===== src/rtl/core/assert_macros.svh =====
// Assertion macros for the top-level RTL file of the ALU block.
// Each macro expects a clock named clk and, where reset matters, a reset named rst.
`ifndef ASSERT_MACROS_SVH
`define ASSERT_MACROS_SVH

// Checked on every rising edge of clk; suspended while rst is high.
`define ASSERT_CLK(name, prop, msg) \
  name: assert property (@(posedge clk) disable iff (rst) prop) else $error(msg);

// Checked on every rising edge of clk, reset included.
`define ASSERT_ALWAYS(name, prop, msg) \
  name: assert property (@(posedge clk) prop) else $error(msg);

`endif


===== src/rtl/core/ebcpu_pkg.sv =====
// Types and constants of the 8-bit ALU with flag generation.
// Used by ebcpu_alu and eight_bit_cpu_alu_flags_top; depends on nothing.
package ebcpu_pkg;

  typedef enum logic [3:0] {
    OP_ADD   = 4'd0,
    OP_ADC   = 4'd1,
    OP_SUB   = 4'd2,
    OP_INC   = 4'd3,
    OP_DEC   = 4'd4,
    OP_RLCA  = 4'd5,
    OP_RRCA  = 4'd6,
    OP_RLA   = 4'd7,
    OP_RRA   = 4'd8,
    OP_CPL   = 4'd9,
    OP_SCF   = 4'd10,
    OP_CCF   = 4'd11,
    OP_ADD16 = 4'd12
  } op_t;

  localparam int unsigned FLAG_S = 7;
  localparam int unsigned FLAG_Z = 6;
  localparam int unsigned FLAG_H = 4;
  localparam int unsigned FLAG_P = 2;
  localparam int unsigned FLAG_N = 1;
  localparam int unsigned FLAG_C = 0;

  localparam logic [7:0] BYTE_MAX_POS = 8'h7F;
  localparam logic [7:0] BYTE_MIN_NEG = 8'h80;

  typedef struct packed {
    op_t         op;
    logic [7:0]  operand_a;
    logic [7:0]  operand_b;
    logic [7:0]  flags_in;
    logic [15:0] word_a;
    logic [15:0] word_b;
  } alu_req_t;

  typedef struct packed {
    logic [7:0]  byte_result;
    logic [15:0] word_result;
    logic [7:0]  flags_out;
  } alu_res_t;

endpackage


===== src/rtl/core/eight_bit_cpu_alu_flags_top.sv =====
// Top level of the 8-bit ALU with flag generation: stream ports, input and result registers.
// Depends on ebcpu_pkg, ebcpu_alu and assert_macros.svh.
//
// The block takes one item per cycle while not stalled and returns one result item for each,
// in order. An item is captured in the input register, passes once through the ALU logic and
// lands in the result register when that register is empty or being read. The input register
// advances at those times and also whenever it is empty, so the sustained rate is one item per
// cycle, limited only by m_axis_tready; s_axis_tready depends combinationally on m_axis_tready.
// Operation codes 13 to 15 return the accumulator, a zero word and the flags unchanged.
`include "assert_macros.svh"

module eight_bit_cpu_alu_flags_top
  import ebcpu_pkg::*;
(
  input  logic        clk,
  input  logic        rst,
  input  logic        s_axis_tvalid,
  output logic        s_axis_tready,
  // operand_a [7:0], operand_b [15:8], flags_in [23:16], word_a [39:24], word_b [55:40]
  input  logic [55:0] s_axis_tdata,
  // req_type [3:0]
  input  logic [3:0]  s_axis_tuser,
  output logic        m_axis_tvalid,
  input  logic        m_axis_tready,
  // byte_result [7:0], word_result [23:8], flags_out [31:24]
  output logic [31:0] m_axis_tdata
);

  logic     in_valid;
  alu_req_t in_req;
  logic     out_valid;
  alu_res_t out_res;
  alu_res_t alu_res;
  logic     out_en;
  logic     in_en;

  assign out_en        = ~out_valid | m_axis_tready;
  assign in_en         = ~in_valid | out_en;
  assign s_axis_tready = in_en;

  always_ff @(posedge clk) begin
    if (rst) begin
      in_valid  <= 1'b0;
      out_valid <= 1'b0;
    end else begin
      if (in_en) begin
        in_valid <= s_axis_tvalid;
      end
      if (out_en) begin
        out_valid <= in_valid;
      end
    end
  end

  always_ff @(posedge clk) begin
    if (in_en && s_axis_tvalid) begin
      in_req.op        <= op_t'(s_axis_tuser);
      in_req.operand_a <= s_axis_tdata[7:0];
      in_req.operand_b <= s_axis_tdata[15:8];
      in_req.flags_in  <= s_axis_tdata[23:16];
      in_req.word_a    <= s_axis_tdata[39:24];
      in_req.word_b    <= s_axis_tdata[55:40];
    end
    if (out_en && in_valid) begin
      out_res <= alu_res;
    end
  end

  ebcpu_alu u_alu (
    .req (in_req),
    .res (alu_res)
  );

  assign m_axis_tvalid = out_valid;
  assign m_axis_tdata  = {out_res.flags_out, out_res.word_result, out_res.byte_result};

  `ASSERT_CLK(a_item_reaches_output, in_valid && out_en |=> out_valid, "held item was lost")
  `ASSERT_CLK(a_word_zero_unless_add16,
    in_valid && out_en && in_req.op != OP_ADD16 |=> m_axis_tdata[23:8] == 16'd0,
    "word result not zero outside a 16-bit add")
  `ASSERT_CLK(a_subtract_sets_n,
    in_valid && out_en && (in_req.op == OP_SUB || in_req.op == OP_DEC || in_req.op == OP_CPL)
      |=> m_axis_tdata[24 + FLAG_N],
    "N flag clear after a subtracting operation")
  `ASSERT_ALWAYS(a_ready_when_empty, !out_valid |-> s_axis_tready,
    "input stalled with an empty result register")

endmodule


===== src/rtl/core/ebcpu_alu.sv =====
// Single-pass ALU datapath: byte and word arithmetic, rotates, complement and flag update.
// Depends on ebcpu_pkg.
module ebcpu_alu
  import ebcpu_pkg::*;
(
  input  alu_req_t req,
  output alu_res_t res
);

  logic        add_cin;
  logic [8:0]  sum9;
  logic [4:0]  nib_sum;
  logic [8:0]  diff9;
  logic [4:0]  nib_diff;
  logic [16:0] sum17;
  logic [12:0] low12_sum;
  logic [7:0]  inc_val;
  logic [7:0]  dec_val;
  logic [7:0]  a;
  logic [7:0]  b;
  logic [7:0]  f;
  logic [7:0]  r;
  logic [15:0] w;

  assign a       = req.operand_a;
  assign b       = req.operand_b;
  assign add_cin = (req.op == OP_ADC) & req.flags_in[FLAG_C];

  assign sum9      = {1'b0, a} + {1'b0, b} + {8'd0, add_cin};
  assign nib_sum   = {1'b0, a[3:0]} + {1'b0, b[3:0]} + {4'd0, add_cin};
  assign diff9     = {1'b0, a} - {1'b0, b};
  assign nib_diff  = {1'b0, a[3:0]} - {1'b0, b[3:0]};
  assign sum17     = {1'b0, req.word_a} + {1'b0, req.word_b};
  assign low12_sum = {1'b0, req.word_a[11:0]} + {1'b0, req.word_b[11:0]};
  assign inc_val   = b + 8'd1;
  assign dec_val   = b - 8'd1;

  always_comb begin
    f = req.flags_in;
    r = a;
    w = '0;
    unique case (req.op)
      OP_ADD, OP_ADC: begin
        r         = sum9[7:0];
        f[FLAG_H] = nib_sum[4];
        f[FLAG_C] = sum9[8];
        f[FLAG_S] = r[7];
        f[FLAG_Z] = (r == 8'd0);
        f[FLAG_P] = ~(a[7] ^ b[7]) & (a[7] ^ r[7]);
        f[FLAG_N] = 1'b0;
      end
      OP_SUB: begin
        r         = diff9[7:0];
        f[FLAG_H] = nib_diff[4];
        f[FLAG_C] = diff9[8];
        f[FLAG_S] = r[7];
        f[FLAG_Z] = (r == 8'd0);
        f[FLAG_P] = (a[7] ^ b[7]) & (a[7] ^ r[7]);
        f[FLAG_N] = 1'b1;
      end
      OP_INC: begin
        r         = inc_val;
        f[FLAG_H] = (b[3:0] == 4'hF);
        f[FLAG_P] = (b == BYTE_MAX_POS);
        f[FLAG_S] = r[7];
        f[FLAG_Z] = (r == 8'd0);
        f[FLAG_N] = 1'b0;
      end
      OP_DEC: begin
        r         = dec_val;
        f[FLAG_H] = (b[3:0] == 4'h0);
        f[FLAG_P] = (b == BYTE_MIN_NEG);
        f[FLAG_S] = r[7];
        f[FLAG_Z] = (r == 8'd0);
        f[FLAG_N] = 1'b1;
      end
      OP_RLCA: begin
        r         = {a[6:0], a[7]};
        f[FLAG_C] = a[7];
        f[FLAG_H] = 1'b0;
        f[FLAG_N] = 1'b0;
      end
      OP_RRCA: begin
        r         = {a[0], a[7:1]};
        f[FLAG_C] = a[0];
        f[FLAG_H] = 1'b0;
        f[FLAG_N] = 1'b0;
      end
      OP_RLA: begin
        r         = {a[6:0], req.flags_in[FLAG_C]};
        f[FLAG_C] = a[7];
        f[FLAG_H] = 1'b0;
        f[FLAG_N] = 1'b0;
      end
      OP_RRA: begin
        r         = {req.flags_in[FLAG_C], a[7:1]};
        f[FLAG_C] = a[0];
        f[FLAG_H] = 1'b0;
        f[FLAG_N] = 1'b0;
      end
      OP_CPL: begin
        r         = ~a;
        f[FLAG_H] = 1'b1;
        f[FLAG_N] = 1'b1;
      end
      OP_SCF: begin
        f[FLAG_C] = 1'b1;
        f[FLAG_H] = 1'b0;
        f[FLAG_N] = 1'b0;
      end
      OP_CCF: begin
        f[FLAG_H] = req.flags_in[FLAG_C];
        f[FLAG_C] = ~req.flags_in[FLAG_C];
        f[FLAG_N] = 1'b0;
      end
      OP_ADD16: begin
        r         = '0;
        w         = sum17[15:0];
        f[FLAG_H] = low12_sum[12];
        f[FLAG_C] = sum17[16];
        f[FLAG_N] = 1'b0;
      end
      default: begin
        r = a;
      end
    endcase
  end

  assign res.byte_result = r;
  assign res.word_result = w;
  assign res.flags_out   = f;

endmodule

===== config.mk =====
export PLATFORM = sky130hd
export DESIGN_NAME = eight_bit_cpu_alu_flags_top
export DESIGN_NICKNAME = d
export VERILOG_FILES = /design/src/rtl/core/ebcpu_pkg.sv /design/src/rtl/core/eight_bit_cpu_alu_flags_top.sv /design/src/rtl/core/ebcpu_alu.sv
export VERILOG_INCLUDE_DIRS = /design/src /design/src/rtl/core
export SDC_FILE = /design/constraint.sdc
export NUM_CORES = 1
export LEC_CHECK = 0
export ABC_AREA = 1
export BUFFER_PORTS_ARGS = -buffer_cell sky130_fd_sc_hd__buf_4
export CORE_ASPECT_RATIO = 0.9
export CORE_MARGIN = 2
export CORE_UTILIZATION = 59
export CTS_CLUSTER_DIAMETER = 80
export CTS_CLUSTER_SIZE = 40
export DETAILED_ROUTE_END_ITERATION = 12
export GPL_ROUTABILITY_DRIVEN = 0
export HOLD_SLACK_MARGIN = 0.1
export PLACE_DENSITY = 0.87
export REMOVE_ABC_BUFFERS = 1
export SYNTH_ARGS = -nofsm -noshare
export SYNTH_HDL_FRONTEND = slang
export SYNTH_SLANG_ARGS = --single-unit

===== constraint.sdc =====
create_clock -name clk -period 7.4 [get_ports clk]
set_clock_uncertainty 0.1 [all_clocks]
set_input_delay 0.37 -clock clk [delete_from_list [all_inputs] [get_ports clk]]
set_output_delay 0.37 -clock clk [all_outputs]
set_load 0.02 [all_outputs]

### Yosys cells after proc, flatten, opt, wreduce, memory -nomap -nowiden

Index checks and enable logic that the tools add are counted.

* bits in registers: 94
* input port bits: 64
* output and inout bits: 34
* logic and storage cells: 69

* add/subtract/negate cells: 10
* eq/ne operators: 15
* muxes and demuxes: 6
* bitwise gates (word level): 13
* reduce and logical (&&, ||, !) cells: 14

Operators by type and width (number)
* 8-bit one-hot mux with 10 select lines: 1
* 8-bit logical NOT: 4
* 4-bit equality test (second input constant): 6
* 16-bit by 16-bit adder with 17-bit output: 1
* 4-bit by 3-bit equality test with 1-bit output (second input constant): 4
* 12-bit by 12-bit adder with 13-bit output: 1
* 10-bit OR reduction: 1
* 8-bit by 8-bit adder with 9-bit output: 1
* 9-bit by 1-bit adder with 9-bit output: 1
* 8-bit by 8-bit subtractor with 9-bit output: 1
* 8-bit by 1-bit adder with 8-bit output (second input constant): 1
* 4-bit by 2-bit equality test with 1-bit output (second input constant): 2
* 8-bit by 7-bit equality test with 1-bit output (second input constant): 1
* 8-bit equality test (second input constant): 1
* 4-bit logical NOT: 2
* 8-bit NOT: 1
* 1-bit one-hot mux with 8 select lines: 1
* 2-bit one-hot mux with 4 select lines: 1
* 8-bit by 1-bit subtractor with 8-bit output (second input constant): 1
* 1-bit one-hot mux with 7 select lines: 1
* 2-bit OR reduction: 3
* 4-bit by 4-bit adder with 5-bit output: 1
* 5-bit by 1-bit adder with 5-bit output: 1
* 5-bit OR reduction: 1
* other kinds (10): 19

### Logic depth before layout (Yosys ltp)

Gate-level depths: netlist (run 1).

* depth in word-level cells: 6
* depth in mapped cells: 15
* depth with buffers taken out: 15

### Hierarchy

Synthesis (run 1) repeated with hierarchy kept, for this count alone.

* cell total of the unflattened synthesis: 657
* area total of the unflattened synthesis: 5790.6 um^2

Modules (own cells, without submodules)
* ebcpu_alu: instances 1, cells an instance 553, area each 2936.6 um^2, seq. area each 0.0 um^2
* eight_bit_cpu_alu_flags_top: instances 1, cells an instance 104, area each 2854.0 um^2, seq. area each 2802.7 um^2

### Worst setup path after synthesis (run 1)

No wires, ideal clock.

* path type: flip-flop to flip-flop
* from: register out_valid, in the netlist m_axis_tvalid
* to: register out_res, in the netlist m_axis_tdata[0] (enable)
* setup time: 432 ps
* arrival time: 2022 ps
* data required time: 6868 ps
* setup slack: 4847 ps
* cell stages (with the launch flop): 2
* path buffers: 0
* period minus slack after synthesis: 2553 ps
* cell sequence: dfxtp_1 a21oi_1

* cells in the longest elaborated chain, start to end: 3

Ends and longest elaborated chain
* from (decl): line eight_bit_cpu_alu_flags_top.sv:31 `logic out_valid;`
* from (signal assigned): line eight_bit_cpu_alu_flags_top.sv:50 `out_valid <= in_valid;`
* 1-bit NOT: line eight_bit_cpu_alu_flags_top.sv:37 `assign out_en = ~out_valid | m_axis_tready;`
* 1-bit OR: line eight_bit_cpu_alu_flags_top.sv:37
* 1-bit logical AND: line eight_bit_cpu_alu_flags_top.sv:64 `if (out_en && in_valid) begin`
* to (signal assigned): line eight_bit_cpu_alu_flags_top.sv:65 `out_res <= alu_res;`
* to (decl): line eight_bit_cpu_alu_flags_top.sv:32 `alu_res_t out_res;`

Every way passes these cells.
A chain may end at the register's enable or synchronous reset.

==> flow_summary.json, run 1 <==
{
  "status": "finished clean",
  "max-clock-path-buffers": 2,
  "ir_worst_vdd_uv": 158.0,
  "drv_cap": 0,
  "ant_nets": 0,
  "port_buffers": 97,
  "first_global_vias": 5545,
  "initial_core_util_pct": 59.78,
  "grt_use_total_pct": 33.80,
  "reg2reg_to": "m_axis_tdata[30]$_DFFE_PP_",
  "synth_seq_area_share_pct": 49.20,
  "die-area_um2": 10460,
  "routedWlPerCell_um": 18.41,
  "area_growth_pct": 29.26,
  "finalInstanceArea_um2": 7363,
  "drive_gt1_share_pct": 16.67,
  "die_w_um": 107.6,
  "rr_worst_depth": 9,
  "endpoint_kind": "register",
  "grt_max_degree": 61,
  "power.leakage_nw": 3.245,
  "slew_headroom_pct": 15.87,
  "worst_pin_slew_ns": 1.262,
  "cts_buffers": 9,
  "core_um2": 9529,
  "clk_pin_slew_worst_paths_ns": 0.10,
  "via_per_inst": 6.052,
  "ys_ff_latch": 94,
  "final.setup.tns_ns": 0,
  "grt.overflow.total": 0,
  "grt_pass1_wl_mm": 27.31,
  "synth-main-ff-cell": "edfxtp_1",
  "clock_latency_ns": 0.38,
  "setup_viol": 0,
  "cts_resized": 0,
  "seq_power_share_pct": 49.2,
  "fin_nets": 904,
  "hold_viol": 0,
  "period_share_pct": 37.48,
  "cts-root-buf": "clkbuf_8",
  "crit_start": "in_req[57]$_DFFE_PP_",
  "h-tree-depth": 3,
  "dp_hpwl_mm": 11.06,
  "r2r_setup_slack_ns": 4.63,
  "drtPass1Iterations": 9,
  "min_path_type": "input pin to register",
  "fin_crit_ns": 2.774,
  "critPathKind": "register to register",
  "yosysWarnings": 0,
  "cts.sinks": 94,
  "crit_fanout": 8,
  "drt_iter0_markers": 662,
  "pwr_density_cell_nw_per_um2": 177.5,
  "post_cts_buffers": 0,
  "internal_power_mw": 0.9029,
  "synth_cell_type_count": 43,
  "ys_async_sr_fraction_pct": 0,
  "slew_viol_final": 0,
  "synth_edf_count": 92,
  "syn_inst": 639,
  "start_kind": "register",
  "combPwrFrac_pct": 23.2,
  "row_count": 34,
  "die_h_um": 97.22,
  "netSwitchingFraction_pct": 30.91,
  "worst-endpoint-arrival_ns": 2.92,
  "timing.fmax_mhz": 360.5,
  "p_switching_mw": 0.4040,
  "setup.worst_path.end": "m_axis_tdata[30]$_DFFE_PP_",
  "route.detailed.drc": 0,
  "cts_tree": "built",
  "place_area_um2": 6544,
  "crit_required_ns": 7.55,
  "worstReg2RegStart": "in_req[57]$_DFFE_PP_",
  "wl_mm": 17.16,
  "p_clk_share_pct": 27.6,
  "syn_avg_cell_area_um2": 8.915,
  "num_vias": 5640,
  "synth.cell_area_um2": 5697,
  "io_pins": 98,
  "antenna_found_initial": 2,
  "rsz0062_at_grt": "no",
  "cts_hold_buf": 61
}
-- layer usage --
layer | share of wire (%) | global-route usage (%) | up-vias
met3 | 11 | 8.987 | 102
met5 | 0 | 0 | -
met1 | 35 | 40.68 | 2526
li1 | - | - | 2535
met2 | 48 | 55.64 | 477
met4 | 5.9 | 17.16 | 0
-- stage by stage --
step           util (%)  setup slack, ns  std cells  power (mW)  hold slack (ns)
2_1_floorplan         -            4.847        629      0.8178           0.3003
3_3_place_gp      68.67            4.838        853      0.9010           0.3074
3_5_place_dp      68.67            4.715        853      0.9125           0.3075
4_1_cts           77.22            4.684        930       1.288           0.1846
5_1_grt           77.27            4.470        932       1.353           0.1988
6_report          77.27            4.626        932       1.307           0.1926
-- power by group through the flow --
stage / logic (mW) / clock network (mW) / registers [mW]
2_1_floorplan: 0.159 / 0 / 0.659
3_3_place_gp: 0.249 / 0 / 0.652
3_5_place_dp: 0.259 / 0 / 0.654
4_1_cts: 0.287 / 0.359 / 0.642
5_1_grt: 0.329 / 0.378 / 0.646
6_report: 0.303 / 0.360 / 0.643
-- sequential cells by signal (all words and copies together), names as in the netlist --
register,cells
in_req,60
m_axis_tdata,32
in_valid,1
m_axis_tvalid,1
-- layout by cell type (no fill, tap or decap), drive strengths merged, types with 2 or more instances in the layout --
master	n
nand2	158
buf	98
edfxtp	92
inv	76
nor2	72
dlygate4sd3	61
a21oi	42
nand3	38
ha	37
o21ai	30
nand4	22
clkbuf	9
nor3	9
a31oi	6
xor2	6
o22ai	6
fa	4
a221oi	3
nand3b	3
o21bai	3
clkinv	3
diode	2
o211ai	2
a211oi	2
o221ai	2
o2111ai	2
xnor2	2
o21a	2
nor4	2
dfxtp	2
-- kinds of logic (layout without fill, tap and decap cells) --
logic type / count (synthesis) / after routing / synth area share (%)
adder cells (fa/ha/maj): 41 / 41 / 9.532
AND/OR/NAND/NOR: 307 / 307 / 23.30
XOR/XNOR: 8 / 8 / 1.230
AO/OA/AOI/OAI: 105 / 105 / 10.85
other: 0 / 2 / 0
flip-flops: 94 / 94 / 49.20
buffers and inverters: 84 / 249 / 5.886
-- worst max-delay path, stage by stage, from the launching register on --
cell,delay (ns)
edfxtp_1,0.53
nor2_1,0.24
nand3_1,0.17
fa_1,0.40
inv_1,0.12
fa_1,0.43
or2_2,0.30
nor2_1,0.14
nand4_1,0.11
nand4_1,0.10
-- synthesized netlist by cell type, drive strengths merged (3+ instances only) --
master  count  area, µm²
a21oi      42      217.7
a221oi      3      26.28
a31oi       6      37.54
buf        10      57.55
edfxtp     92       2763
fa          4      80.08
ha         37      462.9
inv        73      274.0
nand2     158      593.1
nand3      38      190.2
nand3b      3      22.52
nand4      22      137.6
nor2       72      295.3
nor3        9      56.31
o21ai      30      153.9
o21bai      3      22.52
o22ai       6      37.54
xor2        6      52.55
-- final cells by class --
| cell class | count | area [µm²] |
|---|---|---|
| Timing Repair Buffer | 159 | 1346 |
| Sequential cell | 94 | 2803 |
| Multi-Input combinational cell | 461 | 2570 |
| Clock inverter | 7 | 80.08 |
| Inverter | 74 | 277.8 |
| Fill cell | 605 | 2166 |
| Tap cell | 126 | 157.7 |
| Clock buffer | 9 | 123.9 |
| Antenna cell | 2 | 5.005 |
-- worst min path at each step --
stage / from / end / slack [ns] / depth (start not counted)
2_1_floorplan: in_req[35]$_DFFE_PP_ / m_axis_tdata[27]$_DFFE_PP_ / 0.30 / 0
3_3_place_gp: in_req[37]$_DFFE_PP_ / m_axis_tdata[29]$_DFFE_PP_ / 0.31 / 0
3_5_place_dp: in_req[35]$_DFFE_PP_ / m_axis_tdata[27]$_DFFE_PP_ / 0.31 / 0
4_1_cts: m_axis_tready / m_axis_tvalid$_SDFFE_PP0P_ / 0.18 / 4
5_1_grt: s_axis_tvalid / in_valid$_SDFFE_PP0N_ / 0.20 / 3
6_report: m_axis_tready / m_axis_tvalid$_SDFFE_PP0P_ / 0.19 / 4
Note: power is estimated with default switching activity, not from simulation.
==> run 2: changes to the inputs <==
--- a/config.mk
+++ b/config.mk
@@ -6,17 +6,17 @@
 export SDC_FILE = /design/constraint.sdc
 export NUM_CORES = 1
 export LEC_CHECK = 0
-export ABC_AREA = 1
+export ABC_AREA = 0
 export BUFFER_PORTS_ARGS = -buffer_cell sky130_fd_sc_hd__buf_4
 export CORE_ASPECT_RATIO = 0.9
 export CORE_MARGIN = 2
-export CORE_UTILIZATION = 59
+export CORE_UTILIZATION = 57
 export CTS_CLUSTER_DIAMETER = 80
 export CTS_CLUSTER_SIZE = 40
 export DETAILED_ROUTE_END_ITERATION = 12
 export GPL_ROUTABILITY_DRIVEN = 0
 export HOLD_SLACK_MARGIN = 0.1
-export PLACE_DENSITY = 0.87
+export PLACE_DENSITY = 0.85
 export REMOVE_ABC_BUFFERS = 1
 export SYNTH_ARGS = -nofsm -noshare
 export SYNTH_HDL_FRONTEND = slang
==> constraint.sdc (replaced) <==
create_clock -name clk -period 2.65 [get_ports clk]
set_clock_uncertainty 0.1 [all_clocks]
set_input_delay 0.1325 -clock clk [delete_from_list [all_inputs] [get_ports clk]]
set_output_delay 0.1325 -clock clk [all_outputs]
set_load 0.02 [all_outputs]
==> flow_summary.json, run 2 <==
{
  "crit_required_ns": 2.67,
  "num_vias": 5836,
  "worst_pin_slew_ns": 0.5245,
  "port_buffers": 97,
  "synth-main-ff-cell": "edfxtp_1",
  "grt_max_degree": 61,
  "yosysWarnings": 0,
  "power.leakage_nw": 3.256,
  "final_cell_mix": "buf_4 (154), edfxtp_1 (92), dlygate4sd3_1 (64)",
  "netSwitchingFraction_pct": 31.16,
  "ant_nets": 0,
  "crit_fanout": 2,
  "min_path_type": "register to register",
  "core_um2": 9784,
  "clk_pin_slew_worst_paths_ns": 0.07,
  "worstReg2RegStart": "in_req[58]$_DFFE_PP_",
  "yosysMostFrequentCell": "edfxtp_1",
  "critPathKind": "register to register",
  "cts-root-buf": "clkbuf_16",
  "endpoint_kind": "register",
  "synth_top_area_share_pct": 47.72,
  "status": "complete, but fails checks",
  "pwr_density_cell_nw_per_um2": 518.4,
  "drv_cap": 0,
  "io_pins": 98,
  "synth_cell_type_count": 78,
  "r2r_setup_slack_ns": -0.43,
  "ir_worst_vdd_uv": 581.2,
  "worstHoldStart": "in_req[37]$_DFFE_PP_",
  "setup_viol": 13,
  "dp_hpwl_mm": 11.68,
  "antennaDiodeCount": 0,
  "hold_end": "m_axis_tdata[29]$_DFFE_PP_",
  "synth_seq_area_share_pct": 48.41,
  "h-tree-depth": 3,
  "rr_worst_depth": 11,
  "synth.cell_area_um2": 5789,
  "max_flop_register": "in_req",
  "drt_iter0_markers": 1025,
  "grt.overflow.total": 0,
  "cts.sinks": 94,
  "p_switching_mw": 1.318,
  "via_per_inst": 6.670,
  "fin_nets": 849,
  "die_w_um": 110.2,
  "hold_viol": 0,
  "routedWlPerCell_um": 22.98,
  "start_kind": "register",
  "syn_avg_cell_area_um2": 10.82,
  "area_growth_pct": 40.98,
  "clock_latency_ns": 0.37,
  "cts_buffers": 9,
  "die_h_um": 99.61,
  "synth_top_cell_by_area": "edfxtp_1",
  "cts_tree": "built",
  "p_clk_share_pct": 31.4,
  "violations": "setup timing",
  "wl_mm": 20.11,
  "synth_area_leaders": "edfxtp_1 (48%), ha_1 (8.0%), a21oi_1 (3.2%)",
  "combPwrFrac_pct": 26.5,
  "antenna_found_initial": 0,
  "regArea_um2": 2803,
  "die-area_um2": 10980,
  "seq_power_share_pct": 42.1,
  "fill_cells": 473,
  "grt_pass1_wl_mm": 29.52,
  "fin_ws_ns": -0.4287,
  "synth_edf_count": 92,
  "drtPass1Iterations": 8,
  "min_delay_path_depth": 0,
  "route.detailed.drc": 0,
  "drive_gt1_share_pct": 28.84,
  "timing.hold.ws_ns": 0.3430,
  "ys_ff_latch": 94,
  "period_share_pct": 116.2,
  "ys_async_sr_fraction_pct": 0,
  "rsz0062_at_grt": "yes",
  "syn_inst": 535,
  "layout_commonest_cell": "buf_4",
  "multi_input_area_um2": 2968,
  "max-clock-path-buffers": 2,
  "first_global_vias": 5620,
  "grt_use_total_pct": 36.45,
  "row_count": 34,
  "initial_core_util_pct": 59.17,
  "timing.fmax_mhz": 324.8,
  "largest_register_ffs": 60,
  "yosys-top-cells-count": "edfxtp_1 (92), nor2_1 (47), a21oi_1 (37), ha_1 (37), nand2_1 (31)",
  "slew_headroom_pct": 64.77,
  "slew_viol_final": 0,
  "reg2reg_to": "m_axis_tdata[30]$_DFFE_PP_",
  "internal_power_mw": 2.912,
  "fin_crit_ns": 3.079,
  "post-place-ws_ns": -0.5246,
  "worst-endpoint-arrival_ns": 3.09,
  "power_mw": 4.231
}
## run 2: cell types whose count changed after synthesis, moves of 6 or more
cell      delta
nor2_1      -19
or3_1        +6
clkbuf_1     +6
xnor2_1     +16
a21o_1       +7
nor3_1      +13
nor2b_1     +11
nand4_1     -15
inv_1       -44
nand3_1     -30
nand2_1    -127
## run 2: worst max-delay path by stage
stage               depth (start not counted)                          to  slack, ns                  from
floorplan                                  11  m_axis_tdata[30]$_DFFE_PP_      -0.85  in_req[59]$_DFFE_PP_
global placement                           11  m_axis_tdata[30]$_DFFE_PP_      -0.45  in_req[57]$_DFFE_PP_
detailed placement                         11  m_axis_tdata[30]$_DFFE_PP_      -0.52  in_req[57]$_DFFE_PP_
CTS                                        11  m_axis_tdata[30]$_DFFE_PP_      -0.36  in_req[58]$_DFFE_PP_
global route                               11  m_axis_tdata[30]$_DFFE_PP_      -0.54  in_req[58]$_DFFE_PP_
finish                                     11  m_axis_tdata[30]$_DFFE_PP_      -0.43  in_req[58]$_DFFE_PP_
## run 2: per-stage QoR
| step | util (%) | TNS, ns | instances | area (µm²) |
|---|---|---|---|---|
| 2_1_floorplan | - | -8.297 | 512 | 5680 |
| 3_3_place_gp | 71.24 | -1.909 | 786 | 6970 |
| 3_5_place_dp | 71.24 | -2.587 | 786 | 6970 |
| 4_1_cts | 82.42 | -1.288 | 869 | 8064 |
| 5_1_grt | 83.41 | -3.991 | 875 | 8162 |
| 6_report | 83.41 | -3.343 | 875 | 8162 |
## run 2: repair_timing
item                                    4_1_cts  5_1_grt
hold buffers                                 64        0
endpoints found under the setup margin       14       20
gates resized for setup                      23       12
endpoints found under the hold margin        62        0
buffers inserted                              3        8
pin swaps                                    18       11
## run 2: cell families after synthesis
family / after synthesis / synth area share (%)
and+or+nand+nor: 166 / 15.17
AOI/OAI and AO/OA: 154 / 18.59
DFF: 94 / 48.41
buffers and inverters: 48 / 3.501
adders and majority gates: 41 / 9.380
xor gates and xnor gates: 28 / 4.236
muxes: 4 / 0.7132
## run 2: power groups by stage
stage | registers (mW) | clock network, mW | logic [mW]
after CTS | 1.78 | 1.30 | 1.01
after floorplan | 1.87 | 0 | 0.463
after global routing | 1.79 | 1.38 | 1.18
final | 1.78 | 1.33 | 1.12
after global placement | 1.80 | 0 | 0.844
after detailed placement | 1.81 | 0 | 0.881
## run 2: final cells by class
type | instances | share of cell area, %
Multi-Input combinational cell | 393 | 36.36
Sequential cell | 94 | 34.34
Timing Repair Buffer | 221 | 22.54
Clock buffer | 9 | 2.759
Tap cell | 126 | 1.932
Inverter | 25 | 1.150
Clock inverter | 7 | 0.9198
## run 2: per-layer routing
layer,routed length (µm),GRT usage (%)
met5,0,0
met4,1290,20.48
met3,2616,9.043
met2,9353,58.24
met1,6848,45.07
## run 2: critical path: stages, from the launching register on
cell and delay, ns:
edfxtp_1 0.43, nor3_4 0.24, nand3_2 0.10, fa_2 0.37, inv_2 0.08, fa_2 0.23
nand2b_4 0.07, a221oi_4 0.31, mux2_4 0.35, a2111oi_4 0.22, o31ai_1 0.12, a41o_1 0.22
==> run 3: changes to the inputs <==
--- a/config.mk
+++ b/config.mk
@@ -18,6 +18,7 @@
 export HOLD_SLACK_MARGIN = 0.1
 export PLACE_DENSITY = 0.85
 export REMOVE_ABC_BUFFERS = 1
+export SETUP_SLACK_MARGIN = 0.15
 export SYNTH_ARGS = -nofsm -noshare
 export SYNTH_HDL_FRONTEND = slang
 export SYNTH_SLANG_ARGS = --single-unit
==> flow_summary.json, run 3 (synthesized netlist as in run 2, its figures left out) <==
{
  "drtPass1Iterations": 10,
  "final.setup.tns_ns": -2.941,
  "largest_register_ffs": 60,
  "layout_commonest_cell": "buf_4",
  "clock_latency_ns": 0.38,
  "hold_viol": 0,
  "grt.overflow.total": 0,
  "period_share_pct": 118.3,
  "area_growth_pct": 43.42,
  "grt_use_total_pct": 36.72,
  "core_um2": 9784,
  "route.detailed.drc": 0,
  "fin_nets": 854,
  "critPathKind": "register to register",
  "power_mw": 4.298,
  "via_per_inst": 6.670,
  "timing.fmax_mhz": 319.1,
  "start_kind": "register",
  "power.leakage_nw": 3.299,
  "slew_viol_final": 0,
  "grt_pass1_wl_mm": 29.55,
  "routedWlPerCell_um": 23.58,
  "cts_tree": "built",
  "row_count": 34,
  "port_buffers": 97,
  "min_path_type": "register to register",
  "endpoint_kind": "register",
  "worst-endpoint-arrival_ns": 3.15,
  "cts_buffers": 9,
  "crit_fanout": 2,
  "slew_headroom_pct": 61.87,
  "first_global_vias": 5523,
  "cts.sinks": 94,
  "status": "complete, but fails checks",
  "antenna_found_initial": 0,
  "crit_required_ns": 2.67,
  "final_util_pct": 84.86,
  "violations": "setup timing",
  "cts-root-buf": "clkbuf_16",
  "io_pins": 98,
  "h-tree-depth": 3,
  "die-area_um2": 10980,
  "setup_viol": 11,
  "die_w_um": 110.2,
  "dp_hpwl_mm": 11.68,
  "max-clock-path-buffers": 2,
  "num_vias": 5870,
  "die_h_um": 99.61,
  "final_cell_mix": "buf_4 (156), edfxtp_1 (92), dlygate4sd3_1 (64)",
  "drive_gt1_share_pct": 31.17,
  "antennaDiodeCount": 0,
  "fin_ws_ns": -0.4842,
  "ir_worst_vdd_uv": 450.8,
  "pwr_density_cell_nw_per_um2": 517.6,
  "worst_pin_slew_ns": 0.5676,
  "ant_nets": 0,
  "max_flop_register": "in_req",
  "fin_crit_ns": 3.134,
  "drt_iter0_markers": 912,
  "clk_pin_slew_worst_paths_ns": 0.08,
  "rsz0062_at_grt": "yes",
  "grt_max_degree": 61,
  "drv_cap": 0,
  "wl_mm": 20.75,
  "initial_core_util_pct": 59.17
}
==> run 3: cell types whose count changed in the layout (fill, tap and decap cells not counted), sizes merged <==
cell / previous run / this run
buf: 157 / 162
==> run 3: power by group <==
part           total, mW  internal (mW)  leakage (nW)  switching (mW)
clock network       1.35          0.669         0.144           0.683
registers           1.78           1.73         0.896          0.0504
logic               1.16          0.534          2.26           0.628
==> run 3: repair_timing <==
item	4_1_cts	5_1_grt
gates resized for setup	30	29
setup buffers	7	7
hold buffers	64	0
setup endpoints to repair	20	21
endpoints found under the hold margin	62	0
pin swaps	26	22
==> run 3: final cells by class <==
| class | count | area, µm² |
|---|---|---|
| clock buffers | 9 | 225.2 |
| fillers | 450 | 1481 |
| multi-input cells | 393 | 3053 |
| well taps | 126 | 157.7 |
| flip-flops and latches | 94 | 2803 |
| clock inverters | 7 | 75.07 |
| inverters | 25 | 93.84 |
| repair buffers | 226 | 1896 |
==> run 3: routing by layer <==
layer	track usage (%)	vias up	wire (µm)
met1	44.74	2651	6783
met4	18.65	0	1596
met5	0	-	0
li1	-	2482	-
met2	59.56	570	9710
met3	10.22	167	2659
==> run 3: worst max-delay path: stages, from the launching register on <==
cell,delay (ns)
edfxtp_1,0.44
nor3_4,0.23
nand3_2,0.13
fa_2,0.37
inv_2,0.08
fa_2,0.24
nand2b_4,0.08
a221oi_4,0.31
mux2_4,0.35
a2111oi_4,0.24
o31ai_1,0.11
a41o_1,0.22
==> run 3: metrics by stage <==
step / cell area [µm²] / hold slack, ns / worst slack [ns] / cells
finish: 8303 / 0.3424 / -0.4842 / 880
global route: 8303 / 0.3472 / -0.5647 / 880
CTS: 8123 / 0.3521 / -0.3596 / 873
detailed placement: 6970 / 0.2102 / -0.5246 / 786
global placement: 6970 / 0.2023 / -0.4522 / 786
floorplan: 5680 / 0.1049 / -0.8517 / 512
==> run 3: worst paths after layout <==
path | from | end | slack [ns] | depth (start not counted)
max reg2reg | in_req[58]$_DFFE_PP_ | m_axis_tdata[30]$_DFFE_PP_ | -0.48 | 11
min | in_req[37]$_DFFE_PP_ | m_axis_tdata[29]$_DFFE_PP_ | 0.34 | 0
min reg2reg | in_req[37]$_DFFE_PP_ | m_axis_tdata[29]$_DFFE_PP_ | 0.34 | 0
max | in_req[58]$_DFFE_PP_ | m_axis_tdata[30]$_DFFE_PP_ | -0.48 | 11
